## config.mk

```make
export PLATFORM = sky130hd
export DESIGN_NAME = lzss_front
export DESIGN_NICKNAME = d
export VERILOG_FILES = /design/src/hw/rtl/lzss_pkg.sv /design/src/hw/rtl/lzss_front.sv
export SDC_FILE = /design/constraint.sdc
export NUM_CORES = 1
export LEC_CHECK = 0
export ABC_AREA = 1
export BUFFER_PORTS_ARGS = -buffer_cell sky130_fd_sc_hd__buf_2
export CAP_MARGIN = 10
export CELL_PAD_IN_SITES_DETAIL_PLACEMENT = 1
export CELL_PAD_IN_SITES_GLOBAL_PLACEMENT = 2
export CORE_MARGIN = 4
export CORE_UTILIZATION = 27
export DETAILED_ROUTE_END_ITERATION = 8
export GPL_ROUTABILITY_DRIVEN = 0
export PLACE_DENSITY_LB_ADDON = 0.1
export SYNTH_ARGS = -nofsm -noshare
export SYNTH_HDL_FRONTEND = slang
export SYNTH_SLANG_ARGS = --single-unit
```

## constraint.sdc

```tcl
create_clock -name i_clk -period 2.7 [get_ports i_clk]
set_input_delay 0.135 -clock i_clk [delete_from_list [all_inputs] [get_ports i_clk]]
set_output_delay 0.135 -clock i_clk [all_outputs]
set_load 0.05 [all_outputs]
```

## src/hw/rtl/lzss_pkg.sv

```systemverilog
`default_nettype none

package lzss_pkg;

    localparam int RING_SIZE = 4096;
    localparam int RING_AW   = $clog2(RING_SIZE);
    localparam int FILL_W    = RING_AW + 1;
    localparam int MATCH_MAX = 18;
    localparam int MATCH_MIN = 3;
    localparam int LEN_W     = $clog2(MATCH_MAX + 1);
    localparam int CAP_W     = 32;
    localparam int CMDQ_DEPTH = 2;
    localparam int CMDQ_AW    = $clog2(CMDQ_DEPTH);

    localparam logic [RING_AW-1:0] WP_INIT = RING_AW'(RING_SIZE - MATCH_MAX);
    localparam logic [7:0]         SPACE   = 8'h20;

    typedef enum logic [1:0] {
        CMD_END = 2'd0,
        CMD_LIT = 2'd1,
        CMD_REF = 2'd2
    } t_cmd_kind;

    typedef struct packed {
        t_cmd_kind          kind;
        logic [7:0]         data;
        logic [RING_AW-1:0] off;
        logic [LEN_W-1:0]   len;
        logic               fin;
    } t_cmd;

    typedef struct packed {
        logic [7:0] in_byte;
        logic       final_byte;
    } t_in_req;

    typedef struct packed {
        logic [7:0] out_byte;
        logic       run_last;
        logic       capacity_hit;
    } t_out_req;

endpackage

`default_nettype wire

```

## src/hw/rtl/lzss_front.sv

```systemverilog
`default_nettype none

module lzss_front (
    input  wire               i_clk,
    input  wire               i_rst_n,
    input  wire               i_in_valid,
    output logic              o_in_ready,
    input  lzss_pkg::t_in_req i_in_req,
    input  wire               i_full,
    output logic              o_push,
    output lzss_pkg::t_cmd    o_cmd
);
    import lzss_pkg::*;

    logic [8:0] r_flags, n_flags;
    logic       r_phase, n_phase;
    logic [7:0] r_off_lo, n_off_lo;
    logic       accept;
    logic [7:0] b;

    assign o_in_ready = !i_full;
    assign accept     = i_in_valid && !i_full;
    assign b          = i_in_req.in_byte;

    always_comb begin
        n_flags    = r_flags;
        n_phase    = r_phase;
        n_off_lo   = r_off_lo;
        o_push     = 1'b0;
        o_cmd.kind = CMD_END;
        o_cmd.data = b;
        o_cmd.off  = {b[7:4], r_off_lo};
        o_cmd.len  = LEN_W'({1'b0, b[3:0]}) + LEN_W'(MATCH_MIN);
        o_cmd.fin  = i_in_req.final_byte;
        if (accept) begin
            if (r_phase) begin
                o_cmd.kind = CMD_REF;
                o_push     = 1'b1;
                n_flags    = r_flags >> 1;
                n_phase    = 1'b0;
            end else if (r_flags[8:1] == '0) begin
                n_flags = {1'b1, b};
                o_push  = i_in_req.final_byte;
            end else if (r_flags[0]) begin
                o_cmd.kind = CMD_LIT;
                o_push     = 1'b1;
                n_flags    = r_flags >> 1;
            end else begin
                n_off_lo = b;
                n_phase  = 1'b1;
                o_push   = i_in_req.final_byte;
            end
            if (i_in_req.final_byte) begin
                n_flags = '0;
                n_phase = 1'b0;
            end
        end
    end

    always_ff @(posedge i_clk) begin
        if (!i_rst_n) begin
            r_flags <= '0;
            r_phase <= 1'b0;
        end else begin
            r_flags <= n_flags;
            r_phase <= n_phase;
        end
    end

    always_ff @(posedge i_clk) begin
        r_off_lo <= n_off_lo;
    end

endmodule

`default_nettype wire

```

==> results of run 1 <==
-- cell usage in the layout, fill, tap and decap left out, drive strengths merged --
| master | n |
|---|---|
| buf | 43 |
| nand2 | 34 |
| nor2 | 18 |
| inv | 17 |
| dfxtp | 10 |
| edfxtp | 8 |
| nand3 | 6 |
| nand4 | 5 |
| a21oi | 4 |
| clkbuf | 3 |
| nor3 | 2 |
| xnor2 | 2 |
| a21boi | 2 |
| o21ai | 2 |
| clkinv | 2 |
| a31oi | 1 |
| o22ai | 1 |
| ha | 1 |
-- critical path, cell delays in order (launching register included) --
cell,delay [ps]
dfxtp_1,380
nor2_2,60
nand2_2,80
inv_1,50
nand2_1,90
nand2_1,90
a31oi_1,140
buf_2,280
-- synthesized netlist by cell type --
| master | n |
|---|---|
| a31oi_1 | 1 |
| clkinv_4 | 1 |
| o21ai_1 | 1 |
| nand3_2 | 1 |
| xnor2_1 | 2 |
| nand2_4 | 1 |
| nor2_2 | 2 |
| a21boi_0 | 2 |
| nor2_1 | 14 |
| buf_4 | 13 |
| edfxtp_1 | 8 |
| a21oi_1 | 4 |
| nor2_4 | 2 |
| nand2_1 | 32 |
| inv_1 | 15 |
| nor3_1 | 2 |
| nand3_4 | 1 |
| o21ai_0 | 1 |
| dfxtp_1 | 10 |
| inv_2 | 2 |
| nand4_1 | 5 |
| nand3_1 | 4 |
| nand2_2 | 1 |
| o22ai_1 | 1 |
| ha_1 | 1 |
-- cell type report --
class                           instances  area [um^2]  area share
Multi-Input combinational cell         78          402       0.325
Clock inverter                          1         3.75     0.00304
Clock buffer                            3         41.3      0.0334
Timing Repair Buffer                   43          218       0.176
Inverter                               18         72.6      0.0588
Tap cell                               46         57.6      0.0466
Sequential cell                        18          440       0.357
-- per-layer routing --
metal / part of all wire / GRT usage / vias up
met5: 0 / 0 / -
met4: 0.011 / 0.0369 / 0
met3: 0.055 / 0.0420 / 4
met2: 0.48 / 0.193 / 21
met1: 0.46 / 0.143 / 421
li1: - / - / 459
-- cells by family (layout without fill, tap and decap cells) --
group	Yosys count	in the layout	share of synthesized area
AOI/OAI and AO/OA	10	10	0.0569
xor gates and xnor gates	2	2	0.0173
DFF	18	18	0.435
adders and majority gates	1	1	0.0124
buffers and inverters	31	65	0.168
and+or+nand+nor	65	65	0.310
-- report_power, final --
group / switching (mW) / leakage [nW] / internal, mW / total [mW]
registers: 0.00565 / 0.154 / 0.296 / 0.301
clock network: 0.0894 / 0.0231 / 0.101 / 0.191
logic: 0.151 / 0.448 / 0.0449 / 0.196
total: 0.246 / 0.625 / 0.442 / 0.688
-- stage by stage --
stage	utilization	area, um^2	setup WS [ps]
2_1_floorplan	-	1010	861
3_3_place_gp	0.343	1190	1350
3_5_place_dp	0.343	1190	1350
4_1_cts	0.356	1230	1140
5_1_grt	0.356	1230	983
6_report	0.356	1230	1140
-- flip-flops by register name, summed over array words and instances (netlist names) --
name      count
r_flags       9
r_off_lo      8
r_phase       1
-- worst max-delay path by stage --
stage | endpoint | slack (ps)
3_3_place_gp | r_off_lo[2] | 1350
2_1_floorplan | o_cmd[26] | 860
5_1_grt | o_push | 980
6_report | o_push | 1140
3_5_place_dp | r_off_lo[2] | 1350
4_1_cts | o_cmd[26] | 1140
==> reports/metrics.cfg, run 1 <==
[outcome]
status=completed

[power_and_ir_drop]
p_total_mw=0.688
leakage_nw=0.625
powerDensity_nw_per_um2=557
ir_drop_mv=0.184

[place]
port_buffers=42
dp.cells=203
dp_hpwl_um=2170

[clock_network]
cts_resized=0
clk_pin_slew_ps=70
clock_path_buffers=2
cts_tree=built
cts.sinks=18
insertion_delay_ps=250
hold_buffers=0
cts_buffers=3
clockRootBuffer=clkbuf_8
h-tree-depth=1
post_cts_buffers=0

[die]
rows=21
coreArea_um2=3470
start_util=0.292
io_pins=43
die_x_um=69.2
die_y_um=69.2
die_area_um2=4790

[detailed_routing]
post_drt_wl_per_cell_um=12.8
vias=905
viasPerCell=4.37
dr.pass1.iters=4
finalWirelength_um=2640
drtAntennaViolNets=0
drt_iter0_markers=29
drc=0

[logic_synthesis]
yosysSeqAreaShare=0.435
synth.avg_cell_area_um2=7.97
synth_area_leaders=edfxtp_1 (24%), dfxtp_1 (20%), nand2_1 (12%)
netlist_area_um2=1010
yosys.area.top_type_share=0.237
yosysWarnings=0
synth_fp_nets=141
netlist_instances=127
synth_area_leader_cell=edfxtp_1
yosys_register_bits=18
ys_types=25

[final_layout]
fill_cells=461
drive_gt1_frac=0.354
final_cell_count_no_fill=207
fin_nets=176
diodes=0
area_growth_pct=22.0

[setup_path]
reg2reg_from=r_phase
worst_setup_path_end_kind=output port
worst_setup_path_start_kind=register
worst-path-max-fanout=3
startpoint=r_flags[3]
reg2regPathDepth=4
rrSetupSlack_ps=1370
crit_type=reg -> out
crit_arrival_ps=1420
worst-endpoint-required_ps=2570
r2r-end=r_off_lo[7]

[grt]
grt_pass1_vias=945
grt_overflow=0
grt_pass1_wl_um=4570
grt_usage=0.118
grt_max_degree=11
antenna_found_initial=0

[sta]
rsz0062_at_grt=false
timing.hold.ws_ps=95.0
fin_skew_ps=1.22
slew_violations=0
fin_crit_sh=0.576
setup_viol=0
worst_pin_slew_ps=273
fin_crit_ps=1560
fmax_mhz=643
fin_tns_setup_ps=0
relSlewSlack=0.817
finalHoldViolations=0

[min_path]
min_path_cells=1
hold_path_end=r_off_lo[0]
hold_class=in -> reg
hp-start=i_in_req[1]

[flow_run]
max_cap_viol_count=0

Note: power is estimated with default switching activity, not from simulation.
==> run 2, diff against run 1 <==
- CORE_UTILIZATION: 27 -> 22
- clock period: 2.7 -> 1.4 ns (I/O delays scaled with it)
==> reports/metrics.cfg, run 2 (synthesized netlist as in run 1, its figures left out) <==
[detailed_routing]
dr.pass1.iters=4  ; unchanged
drt_iter0_markers=22  ; -24%
viasPerCell=4.34  ; -0.74%
drtAntennaViolNets=0  ; unchanged
drc=0  ; unchanged
finalWirelength_um=2910  ; +10%
vias=946  ; +4.5%
post_drt_wl_per_cell_um=13.4  ; +4.7%

[grt]
grt_pass1_vias=916  ; -3.1%
grt_max_degree=11  ; unchanged
grt_pass1_wl_um=4330  ; -5.1%
grt_usage=0.102  ; -0.0154
grt_overflow=0  ; unchanged
antenna_found_initial=0  ; unchanged

[die]
start_util=0.229  ; -0.0625
die_y_um=75.8  ; +9.5%
die_x_um=75.8  ; +9.5%
die_area_um2=5750  ; +20%
rows=24  ; +14%
io_pins=43  ; unchanged
coreArea_um2=4410  ; +27%

[setup_path]
worst_setup_path_start_kind=register
worst-path-max-fanout=3  ; unchanged
worst_setup_path_end_kind=output port
crit_type=reg -> out
crit_arrival_ps=1320  ; -100 ps
worst-endpoint-required_ps=1330  ; -1240 ps

[final_layout]
area_growth_pct=34.9
fin_util=0.309  ; -0.0468
fill_cells=542  ; +18%
final_common_cell=buf_2
diodes=0  ; unchanged
largest_reg_flops=9  ; unchanged
drive_gt1_frac=0.482  ; +0.128
fin_nets=181  ; +2.8%
layout.area.seq_um2=449  ; +2.0%
multi_input_area_um2=465  ; +16%
regMostFlops=r_flags
final_cell_count_no_fill=218  ; +5.3%
final_cell_mix=buf_2 (40), nand2_1 (29), nor2_1 (13)
top_regs=r_flags (9), r_off_lo (8), r_phase (1)

[outcome]
status=completed

[sta]
fmax_mhz=719
timing.hold.ws_ps=30.9  ; -64.1 ps
fin_crit_ps=1390
rsz0062_at_grt=true
worst_pin_slew_ps=311  ; +37.3 ps
fin_skew_ps=2.93  ; +1.71 ps
finalHoldViolations=0  ; unchanged
setup_viol=0  ; unchanged
fin_crit_sh=0.993
slew_violations=0  ; unchanged
relSlewSlack=0.793  ; -0.0246
setup_ws_ps=9.47  ; -1130 ps

[clock_network]
cts_buffers=3  ; unchanged
clock_path_buffers=2  ; unchanged
cts_tree=built
h-tree-depth=1  ; unchanged
cts.sinks=18  ; unchanged
insertion_delay_ps=260  ; about the same
clockRootBuffer=clkbuf_8
clk_pin_slew_ps=70  ; about the same

[place]
port_buffers=42  ; unchanged
dp_hpwl_um=2390  ; +10%
place_ws_ps=57.6  ; -1290 ps
dp.cells=211  ; +3.9%

[flow_run]
max_cap_viol_count=0  ; unchanged

[min_path]
hold_class=in -> reg

[power_and_ir_drop]
ir_drop_mv=0.321  ; +74%
p_clk_frac=0.276  ; about the same
leakage_nw=0.682  ; +9.2%
p_int_mw=0.870  ; +97%
swShare=0.371  ; +0.0127
switching_power_mw=0.512  ; +110%
powerDensity_nw_per_um2=1010  ; +82%
combPwrFrac=0.302  ; +0.017
seqPwrFrac=0.422  ; -0.016

run 2: critical path: stages (launching register included):
cell and delay [ps]:
dfxtp_2 360, nor2_4 40, nand2_2 100, inv_2 60
nand2_4 70, nand2_4 70, nor3_4 190, buf_6 180
run 2: final timing paths:
path | startpoint | end | slack, ps | depth (start not counted)
setup / recovery | r_flags[4] | o_cmd[26] | 9 | 7
hold reg to reg | r_flags[8] | r_flags[8] | 520 | 2
hold / removal | i_in_req[6] | r_off_lo[5] | 30 | 1
setup reg to reg | r_phase | r_off_lo[4] | 60 | 4
run 2: metrics by stage:
step | instance area (um^2) | setup TNS, ps | total power, mW
floorplan | 1040 | 0 | 0.901
global placement | 1240 | 0 | 0.989
detailed placement | 1240 | 0 | 0.989
CTS | 1320 | 0 | 1.38
global route | 1370 | -274 | 1.46
finish | 1370 | 0 | 1.38
run 2: routing by layer:
layer,global-route usage,vias up,part of all wire
met1,0.129,445,0.43
met4,0.0408,0,0.014
met5,0,-,0
met2,0.166,29,0.49
met3,0.0251,4,0.066
li1,-,468,-
run 2: power by group through the flow:
stage | registers (mW) | clock network (mW) | logic [mW]
global placement | 0.593 | 0 | 0.397
floorplan | 0.619 | 0 | 0.282
global route | 0.586 | 0.421 | 0.448
detailed placement | 0.593 | 0 | 0.396
finish | 0.584 | 0.381 | 0.417
CTS | 0.581 | 0.396 | 0.405
run 2: area by class of cell:
type,instances,share of cell area
clock inverters,1,0.00275
clock buffers,3,0.0302
multi-input cells,78,0.341
repair buffers,48,0.196
inverters,18,0.0532
well taps,52,0.0477
flip-flops and latches,18,0.329
run 2: what timing repair did:
item / in CTS / in global routing
pin swaps: 0 / 5
gates cloned: 0 / 0
buffers inserted: 3 / 0
setup endpoints to repair: 2 / 12
hold buffers: 0 / 0
gates resized for setup: 9 / 14
