<file path="src/hw/rtl/lzss_pkg.sv">
`default_nettype none

package lzss_pkg;

    localparam int RING_SIZE = 4096;
    localparam int RING_AW   = $clog2(RING_SIZE);
    localparam int FILL_W    = RING_AW + 1;
    localparam int MATCH_MAX = 18;
    localparam int MATCH_MIN = 3;
    localparam int LEN_W     = $clog2(MATCH_MAX + 1);
    localparam int CAP_W     = 32;
    localparam int CMDQ_DEPTH = 2;
    localparam int CMDQ_AW    = $clog2(CMDQ_DEPTH);

    localparam logic [RING_AW-1:0] WP_INIT = RING_AW'(RING_SIZE - MATCH_MAX);
    localparam logic [7:0]         SPACE   = 8'h20;

    typedef enum logic [1:0] {
        CMD_END = 2'd0,
        CMD_LIT = 2'd1,
        CMD_REF = 2'd2
    } t_cmd_kind;

    typedef struct packed {
        t_cmd_kind          kind;
        logic [7:0]         data;
        logic [RING_AW-1:0] off;
        logic [LEN_W-1:0]   len;
        logic               fin;
    } t_cmd;

    typedef struct packed {
        logic [7:0] in_byte;
        logic       final_byte;
    } t_in_req;

    typedef struct packed {
        logic [7:0] out_byte;
        logic       run_last;
        logic       capacity_hit;
    } t_out_req;

endpackage

`default_nettype wire

</file>
<file path="src/hw/rtl/lzss_cmd_fifo.sv">
`default_nettype none

module lzss_cmd_fifo (
    input  wire            i_clk,
    input  wire            i_rst_n,
    input  wire            i_push,
    input  lzss_pkg::t_cmd i_cmd,
    output logic           o_full,
    input  wire            i_pop,
    output lzss_pkg::t_cmd o_cmd,
    output logic           o_empty
);
    import lzss_pkg::*;

    t_cmd                 r_mem [CMDQ_DEPTH];
    logic [CMDQ_AW-1:0]   r_wr, r_rd;
    logic [CMDQ_AW:0]     r_cnt;
    logic                 do_push, do_pop;

    assign o_full  = (r_cnt == (CMDQ_AW+1)'(CMDQ_DEPTH));
    assign o_empty = (r_cnt == '0);
    assign o_cmd   = r_mem[r_rd];
    assign do_push = i_push && !o_full;
    assign do_pop  = i_pop && !o_empty;

    always_ff @(posedge i_clk) begin
        if (!i_rst_n) begin
            r_wr  <= '0;
            r_rd  <= '0;
            r_cnt <= '0;
        end else begin
            if (do_push) r_wr <= r_wr + 1'b1;
            if (do_pop)  r_rd <= r_rd + 1'b1;
            if (do_push && !do_pop)      r_cnt <= r_cnt + 1'b1;
            else if (do_pop && !do_push) r_cnt <= r_cnt - 1'b1;
        end
    end

    always_ff @(posedge i_clk) begin
        if (do_push) r_mem[r_wr] <= i_cmd;
    end

endmodule

`default_nettype wire

</file>
<file path="config.mk">
export PLATFORM = sky130hd
export DESIGN_NAME = lzss_cmd_fifo
export DESIGN_NICKNAME = d
export VERILOG_FILES = /design/src/hw/rtl/lzss_pkg.sv /design/src/hw/rtl/lzss_cmd_fifo.sv
export SDC_FILE = /design/constraint.sdc
export NUM_CORES = 1
export LEC_CHECK = 0
export BUFFER_PORTS_ARGS = -buffer_cell sky130_fd_sc_hd__buf_4
export CAP_MARGIN = 10
export CORE_MARGIN = 5
export CORE_UTILIZATION = 55
export CTS_CLUSTER_DIAMETER = 80
export DETAILED_ROUTE_END_ITERATION = 16
export HOLD_SLACK_MARGIN = 0.1
export PLACE_DENSITY = 0.86
export SETUP_SLACK_MARGIN = 0.02
export SLEW_MARGIN = 20
export SYNTH_ARGS = -nofsm -noshare
export SYNTH_HDL_FRONTEND = slang
export SYNTH_SLANG_ARGS = --single-unit
</file>
<file path="constraint.sdc">
create_clock -name i_clk -period 4.45 [get_ports i_clk]
set_clock_uncertainty 0.05 [all_clocks]
set_input_delay 0.89 -clock i_clk [delete_from_list [all_inputs] [get_ports i_clk]]
set_output_delay 0.89 -clock i_clk [all_outputs]
set_load 0.02 [all_outputs]
</file>
==> results of run 1 <==
## routing by layer
layer	part of all wire (%)	up-vias	wire [um]	track usage (%)
met5	0	-	0	0
met4	2.2	0	90	8.85
met3	7.5	9	307	7.03
met2	54	47	2220	29.1
met1	36	604	1460	17.1
li1	-	571	-	-
## placed cells by master, fill, tap and decap left out, drive strengths merged
master / n
a21boi: 2
and2: 3
and3: 1
buf: 63
bufinv: 1
clkbuf: 11
clkinv: 3
clkinvlp: 1
dfxtp: 5
edfxtp: 56
ha: 1
inv: 2
mux2: 28
nand2b: 1
nor2: 2
nor3: 1
o21a: 1
o21ai: 2
or3: 1
xnor2: 2
xor2: 1
## cell type report
type	instances	area [um^2]
repair buffers	63	473
multi-input cells	46	448
clock buffers	11	131
inverters	2	7.51
clock inverters	5	51.3
flip-flops and latches	61	1780
fillers	233	1010
well taps	50	62.6
## cell families after synthesis
group | count (synthesis)
AND/OR/NAND/NOR | 9
AO/OA/AOI/OAI | 5
multiplexers | 28
adder cells (fa/ha/maj) | 1
flip-flops | 61
XOR/XNOR | 3
buffers and inverters | 5
## per-stage QoR
stage                     area [um^2]  setup slack, ns  util, %  hold slack, ns
final                            2960             1.84     74.4           0.487
after global routing             2960             1.75     74.4           0.533
after CTS                        2960             1.80     74.4           0.478
after detailed placement         2770             2.02     69.8           0.465
after global placement           2770             1.80     69.8           0.444
after floorplan                  2250             1.88        -           0.433
## registers in the layout, summed over array words and instances (netlist names), named ones only
signal	count
r_mem	56
r_wr	1
r_cnt	2
r_rd	1
## worst max-delay path by stage
| stage | start | to | slack [ns] | cells past startpoint |
|---|---|---|---|---|
| 2_1_floorplan | i_push | r_mem[0][0] | 1.88 | 2 |
| 4_1_cts | flip-flop | o_cmd[21] | 1.80 | 2 |
| 3_5_place_dp | i_push | r_mem[0][27] | 2.02 | 4 |
| 5_1_grt | flip-flop | o_cmd[8] | 1.75 | 2 |
| 6_report | flip-flop | o_cmd[21] | 1.84 | 2 |
| 3_3_place_gp | flip-flop | o_cmd[3] | 1.80 | 2 |
## worst register-to-register path: cells and delay by family, from the launching register on
kind	cells	cell delay, ns
AND/OR/NAND/NOR	2	0.77
buffers and inverters	2	0.44
flip-flops	1	0.43
## power by group through the flow
| stage | sequential [mW] | combinational [mW] | clock, mW |
|---|---|---|---|
| 6_report | 0.788 | 0.513 | 0.450 |
| 5_1_grt | 0.798 | 0.550 | 0.487 |
| 4_1_cts | 0.790 | 0.520 | 0.461 |
| 3_5_place_dp | 0.800 | 0.517 | 0 |
| 3_3_place_gp | 0.791 | 0.507 | 0 |
| 2_1_floorplan | 0.755 | 0.350 | 0 |
==> summary.md, run 1 <==
| Metric | Value |
|---|---|
| Status | `finished, final reports clean` |
| Count of final max-slew check failures | `0` |
| Fin. Hold Viols | `0` |
| Final period util | `58.6%` |
| Routed WL per cell | `17.1 um` |
| CTS tree | `done` |
| CTS root buf | `clkbuf_8` |
| Die Y | `74.0 um` |
| Cell Int Power | `1.23 mW` |
| Via total after detailed routing | `1231` |
| Top-level port count | `62` |
| Largest net degree at the start of global routing | `29` |
| Main area contributors after synthesis | `edfxtp_1 75%, mux2_2 14%, dfxtp_1 4.4%` |
| Max Cap Viol | `0` |
| Worst-path fanout max | `28` |
| Pwr Density | `592 nW/um^2` |
| Unrepaired setup endpoints after global routing | `no` |
| Synth Area in Simple Gates | `2.45%` |
| Area growth syn-to-layout | `31.4%` |
| Mapped cell area | `2250 um^2` |
| Startpoint Class | `flip-flop` |
| Pre-antenna DRT Iters | `4` |
| Arr. time, crit path | `1.67 ns` |
| Final Routed Wirelength | `4.08 mm` |
| Share of layout cells above drive strength 1 | `56.9%` |
| Hold path endpoint | `r_cnt[1]` |
| Setup bufs post-CTS | `0` |
| Crit path kind | `flip-flop to output pin` |
| DRT antenna net count | `0` |
| Comb power frac | `29.3%` |
| Mapped Avg Cell Area | `20.1 um^2` |
| Slew HR | `49.2%` |
| R2R depth | `4` |
| Sequential share of power | `45.0%` |
| # rows | `23` |
| Die width | `74.0 um` |
| Sw frac | `29.6%` |
| Seq/Total Area, Yosys | `79.2%` |
| Hold buffers post-CTS | `0` |
| I/O Buffers | `61` |
| Post-route insts no fill | `238` |
| Crit-path max cell delay | `0.76 ns` |
| Synth warn | `0` |
| Antenna violations before repair | `0` |
| VDD IR max | `0.346 mV` |
| Final min period | `2.61 ns` |
| Effective utilization at floorplan | `56.7%` |
| TNS Setup | `0 ns` |
| Number of synthesized flops with an enable pin | `56` |
| Clk_lat worst skew | `0.32 ns` |
| Worst path required time | `3.51 ns` |
| Vias in the first global route | `1354` |
| Multiplexer share of the synthesized area | `14.0%` |
| Nets | `216` |
| Routability Congestion | `0.707` |
| Top FF cell, synth | `edfxtp_1` |
| Buffers and inverters on the worst path | `1` |
| Worst r2r dst | `r_mem[0][19]` |
| H-tree depth | `3` |
| 1st-iter DRT viols | `67` |
| Clock tree buffer depth | `2` |
| Ys async rst share | `0%` |
| Placed cell count | `222` |
| Critical-path top delay cell | `dfxtp_2` |
| CTS Buf Count | `9` |
| Post-Synth XOR/XNOR Area | `1.17%` |
| Hold path start | `r_cnt[1]` |
| Synth cell types | `21` |
| Worst R2R Start | `r_cnt[0]` |
| Crit-path cells | `mux2_2 > buf_4` |
| Cell taking the most area after synthesis | `edfxtp_1` |
| Slew @ Worst Pin | `0.760 ns` |
| Adder-cell area share of the yosys netlist | `0.556%` |
| Min-Delay Path Class | `flip-flop to flip-flop` |
| Setup-failing EPs final | `0` |
| F_max | `383 MHz` |
| Post-cts gate resize count | `0` |
| Clock network fraction of design power | `25.7%` |
| Total power | `1.75 mW` |
| Largest family of logic cells by synthesized area | `multiplexers` |
| Post-Syn Instances | `112` |
| CP Capture Type | `output pin` |
| R2r setup slk | `2.45 ns` |
| Most common library cells after synthesis | `56 x edfxtp_1, 28 x mux2_2, 5 x dfxtp_1` |
| Top-area cell type share of the netlist area | `74.7%` |
| Drt via density | `5.17` |
| Synth Register Bits | `61` |
| First-pass GRT wire length | `6.33 mm` |
| Total global routing overflow | `0` |
| Net count after synthesis | `145` |
| Tot GR Track Use | `16.8%` |
| Drt drc | `0` |
| Compound-cell area share of the yosys netlist | `1.45%` |
| LEAKAGE | `1.12 nW` |
| Hold depth | `2` |
| Die ar. | `5470 um^2` |
| Most frequent cell after synthesis | `edfxtp_1` |
| Sw Pwr | `0.517 mW` |
| Core area | `3970 um^2` |
| Clk sink count | `61` |
| CTS clk-pin slew, worst paths | `0.06 ns` |
| Dpl hpwl | `2.84 mm` |
| Top cell family by delay on the critical path | `flip-flops` |
| ANT cells | `0` |
Power figures use the tool's default switching activity.
==> run 2: changes to the inputs <==
--- a/config.mk
+++ b/config.mk
@@ -5,14 +5,15 @@
 export SDC_FILE = /design/constraint.sdc
 export NUM_CORES = 1
 export LEC_CHECK = 0
+export ABC_AREA = 1
 export BUFFER_PORTS_ARGS = -buffer_cell sky130_fd_sc_hd__buf_4
 export CAP_MARGIN = 10
 export CORE_MARGIN = 5
-export CORE_UTILIZATION = 55
+export CORE_UTILIZATION = 47
 export CTS_CLUSTER_DIAMETER = 80
 export DETAILED_ROUTE_END_ITERATION = 16
 export HOLD_SLACK_MARGIN = 0.1
-export PLACE_DENSITY = 0.86
+export PLACE_DENSITY = 0.78
 export SETUP_SLACK_MARGIN = 0.02
 export SLEW_MARGIN = 20
 export SYNTH_ARGS = -nofsm -noshare
==> constraint.sdc (replaced) <==
create_clock -name i_clk -period 2.2 [get_ports i_clk]
set_clock_uncertainty 0.05 [all_clocks]
set_input_delay 0.44 -clock i_clk [delete_from_list [all_inputs] [get_ports i_clk]]
set_output_delay 0.44 -clock i_clk [all_outputs]
set_load 0.02 [all_outputs]
==> run 2 against run 1 <==
Critical path type unchanged. Via count rose by 4.5%. Final cell count up 14%. Cell area increased by 5.4%. First-iteration DRC count increased by 51%. Power increased by 110%. Highest routed layer unchanged.
==> summary.md, run 2 <==
| Metric | Value |
|---|---|
| DRT antenna net count | `0 (unchanged)` |
| Post-Synth XOR/XNOR Area | `0% (-1.2 points)` |
| Via total after detailed routing | `1286 (+4.5%)` |
| Setup-failing EPs final | `0 (unchanged)` |
| Clock tree buffer depth | `2 (unchanged)` |
| Seq/Total Area, Yosys | `75.2% (-3.9 points)` |
| Top FF cell, synth | `edfxtp_1` |
| Pre-antenna DRT Iters | `4 (unchanged)` |
| Final Instance Area | `3120 um^2 (+5.4%)` |
| Top cell by count, worst path | `buf_4` |
| Placement Setup Slack | `0.596 ns (-1.42 ns)` |
| Synth Register Bits | `61 (unchanged)` |
| Worst path required time | `1.71 ns (-1.80 ns)` |
| Mapped cell area | `2370 um^2 (+5.2%)` |
| H-tree depth | `3 (unchanged)` |
| Count of final max-slew check failures | `0 (unchanged)` |
| CTS clk-pin slew, worst paths | `0.06 ns (about the same)` |
| Crit-path max cell delay | `0.38 ns (-0.38 ns)` |
| CTS Buf Count | `9 (unchanged)` |
| Regs by FF count | `r_mem: 56 flops, r_cnt: 2 flops` |
| Max Cap Viol | `0 (unchanged)` |
| Synth cell types | `15 (-29%)` |
| Post-place instance area | `2910 um^2 (+4.9%)` |
| Adder-cell area share of the yosys netlist | `0.528% (-0.028 points)` |
| Die Y | `81.0 um (+9.5%)` |
| Area growth syn-to-layout | `31.5%` |
| Hold buffers post-CTS | `0 (unchanged)` |
| Slew @ Worst Pin | `0.254 ns (-0.506 ns)` |
| TNS Setup | `0 ns (unchanged)` |
| Top cell family by delay on the critical path | `buffers and inverters` |
| Number of synthesized flops with an enable pin | `56 (unchanged)` |
| Antenna violations before repair | `0 (unchanged)` |
| Fin. Hold Viols | `0 (unchanged)` |
| 1st-iter DRT viols | `101 (+51%)` |
| Worst-path fanout max | `15 (-46%)` |
| Tot GR Track Use | `14.6% (-2.2 points)` |
| Post-Syn Instances | `125 (+12%)` |
| Arr. time, crit path | `1.46 ns (-0.21 ns)` |
| Final period util | `88.5%` |
| Buffers and inverters on the worst path | `2 (+1)` |
| Setup bufs post-CTS | `0 (unchanged)` |
| Die width | `81.0 um (+9.5%)` |
| Most common library cells after synthesis | `56 x edfxtp_1, 20 x mux2_4, 11 x nor2_1` |
| Ys async rst share | `0% (unchanged)` |
| Slew HR | `83.1% (+34 points)` |
| Most common cell after layout, fill and taps aside | `buf_4` |
| LEAKAGE | `1.26 nW (+12%)` |
| Setup ws final | `0.254 ns (-1.59 ns)` |
| Crit-path cells | `buf_4 > mux2_2 > buf_4` |
| Core area | `4820 um^2 (+21%)` |
| Die ar. | `6560 um^2 (+20%)` |
| Top-level port count | `62 (unchanged)` |
| ANT cells | `0 (unchanged)` |
| Routability Congestion | `0.651 (-7.9%)` |
| Top-area cell type share of the netlist area | `71.0% (-3.7 points)` |
| Routed WL per cell | `15.6 um (-9.1%)` |
| Most frequent cell after synthesis | `edfxtp_1` |
| Largest net degree at the start of global routing | `16 (-45%)` |
| Drt via density | `4.73 (-8.6%)` |
| Unrepaired setup endpoints after global routing | `no` |
| Main area contributors after synthesis | `edfxtp_1 71%, mux2_4 13%, dfxtp_1 4.2%` |
| Final Routed Wirelength | `4.24 mm (+3.9%)` |
| Status | `finished, final reports clean` |
| Largest family of logic cells by synthesized area | `multiplexers` |
| F_max | `514 MHz` |
| Effective utilization at floorplan | `49.2% (-7.5 points)` |
| Critical-path top delay cell | `mux2_2` |
| Mapped Avg Cell Area | `18.9 um^2 (-5.7%)` |
| First-pass GRT wire length | `6.84 mm (+8.1%)` |
| Synth Area in Simple Gates | `3.17% (+0.72 points)` |
| Synth warn | `0 (unchanged)` |
| Commonest non-fill, non-tap cells in the layout | `67 x buf_4, 56 x edfxtp_1, 20 x mux2_4` |
| # rows | `25 (+8.7%)` |
| Startpoint Class | `flip-flop` |
| Compound-cell area share of the yosys netlist | `1.00% (-0.44 points)` |
| Largest Register | `r_mem` |
| Crit path kind | `flip-flop to output pin` |
| Min-Delay Path Class | `input pin to flip-flop` |
| Clk sink count | `61 (unchanged)` |
| FILL cells | `356 (+53%)` |
| CTS tree | `done` |
| Multiplexer share of the synthesized area | `16.5% (+2.5 points)` |
| I/O Buffers | `61 (unchanged)` |
| Pwr Density | `1180 nW/um^2 (+99%)` |
| CP Capture Type | `output pin` |
| CTS root buf | `clkbuf_8` |
| Nets | `233 (+7.9%)` |
| Largest register FFs | `56 (unchanged)` |
| Post-cts gate resize count | `0 (unchanged)` |
| Total global routing overflow | `0 (unchanged)` |
| Drt drc | `0 (unchanged)` |
| Clk_lat worst skew | `0.33 ns (about the same)` |
| Net count after synthesis | `158 (+9.0%)` |
| Share of layout cells above drive strength 1 | `54.6% (-2.3 points)` |
| Final min period | `1.95 ns` |
| Dpl hpwl | `3.07 mm (+8.1%)` |
| Vias in the first global route | `1404 (+3.7%)` |
| VDD IR max | `0.770 mV (+120%)` |
| Cell taking the most area after synthesis | `edfxtp_1` |
## run 2: changes by cell type after synthesis, sizes merged, moves of 2 or more
cell    delta
nand2      +6
xnor2      -2
inv        +7
a21boi     -2
nor2       +9
and2       -3
## run 2: cells by family after synthesis
family | Yosys count
AOI/OAI and AO/OA | 4
adders and majority gates | 1
buffers and inverters | 12
DFF | 61
muxes | 28
and+or+nand+nor | 19
## run 2: through the flow
step	utilization [%]	total power, mW	hold slack [ns]	std cells
final	64.7	3.67	0.244	272
after global routing	64.7	3.85	0.210	272
after CTS	64.7	3.71	0.227	272
after detailed placement	60.4	2.69	0.449	256
after global placement	60.4	2.64	0.434	256
after floorplan	-	2.30	0.417	125
## run 2: worst paths after layout
kind	startpoint	end	slack, ns	cells past startpoint
max	flip-flop	o_cmd[11]	0.25	3
min	i_cmd[1]	r_mem[0][1]	0.24	1
max reg2reg	r_cnt[1]	r_cnt[1]	0.64	9
min reg2reg	r_rd	r_rd	0.46	2
## run 2: cell type report
cell class	instances	area (um^2)	area share (%)
Multi-Input combinational cell	52	507	16.3
Clock inverter	6	77.6	2.49
Timing Repair Buffer	67	503	16.1
Clock buffer	10	128	4.10
Sequential cell	61	1780	57.2
Inverter	9	33.8	1.08
Tap cell	67	83.8	2.69
## run 2: power breakdown
group | switching, mW | leakage [nW] | internal [mW]
combinational | 0.587 | 0.588 | 0.526
clock | 0.400 | 0.105 | 0.626
sequential | 0.0615 | 0.564 | 1.47
## run 2: metal layers
metal / vias to the layer above / wire length, um / track usage, %
met5: - / 0 / 0
met4: 0 / 38 / 5.07
met3: 4 / 332 / 6.98
met2: 46 / 2300 / 24.5
met1: 625 / 1570 / 16.2
li1: 611 / - / -
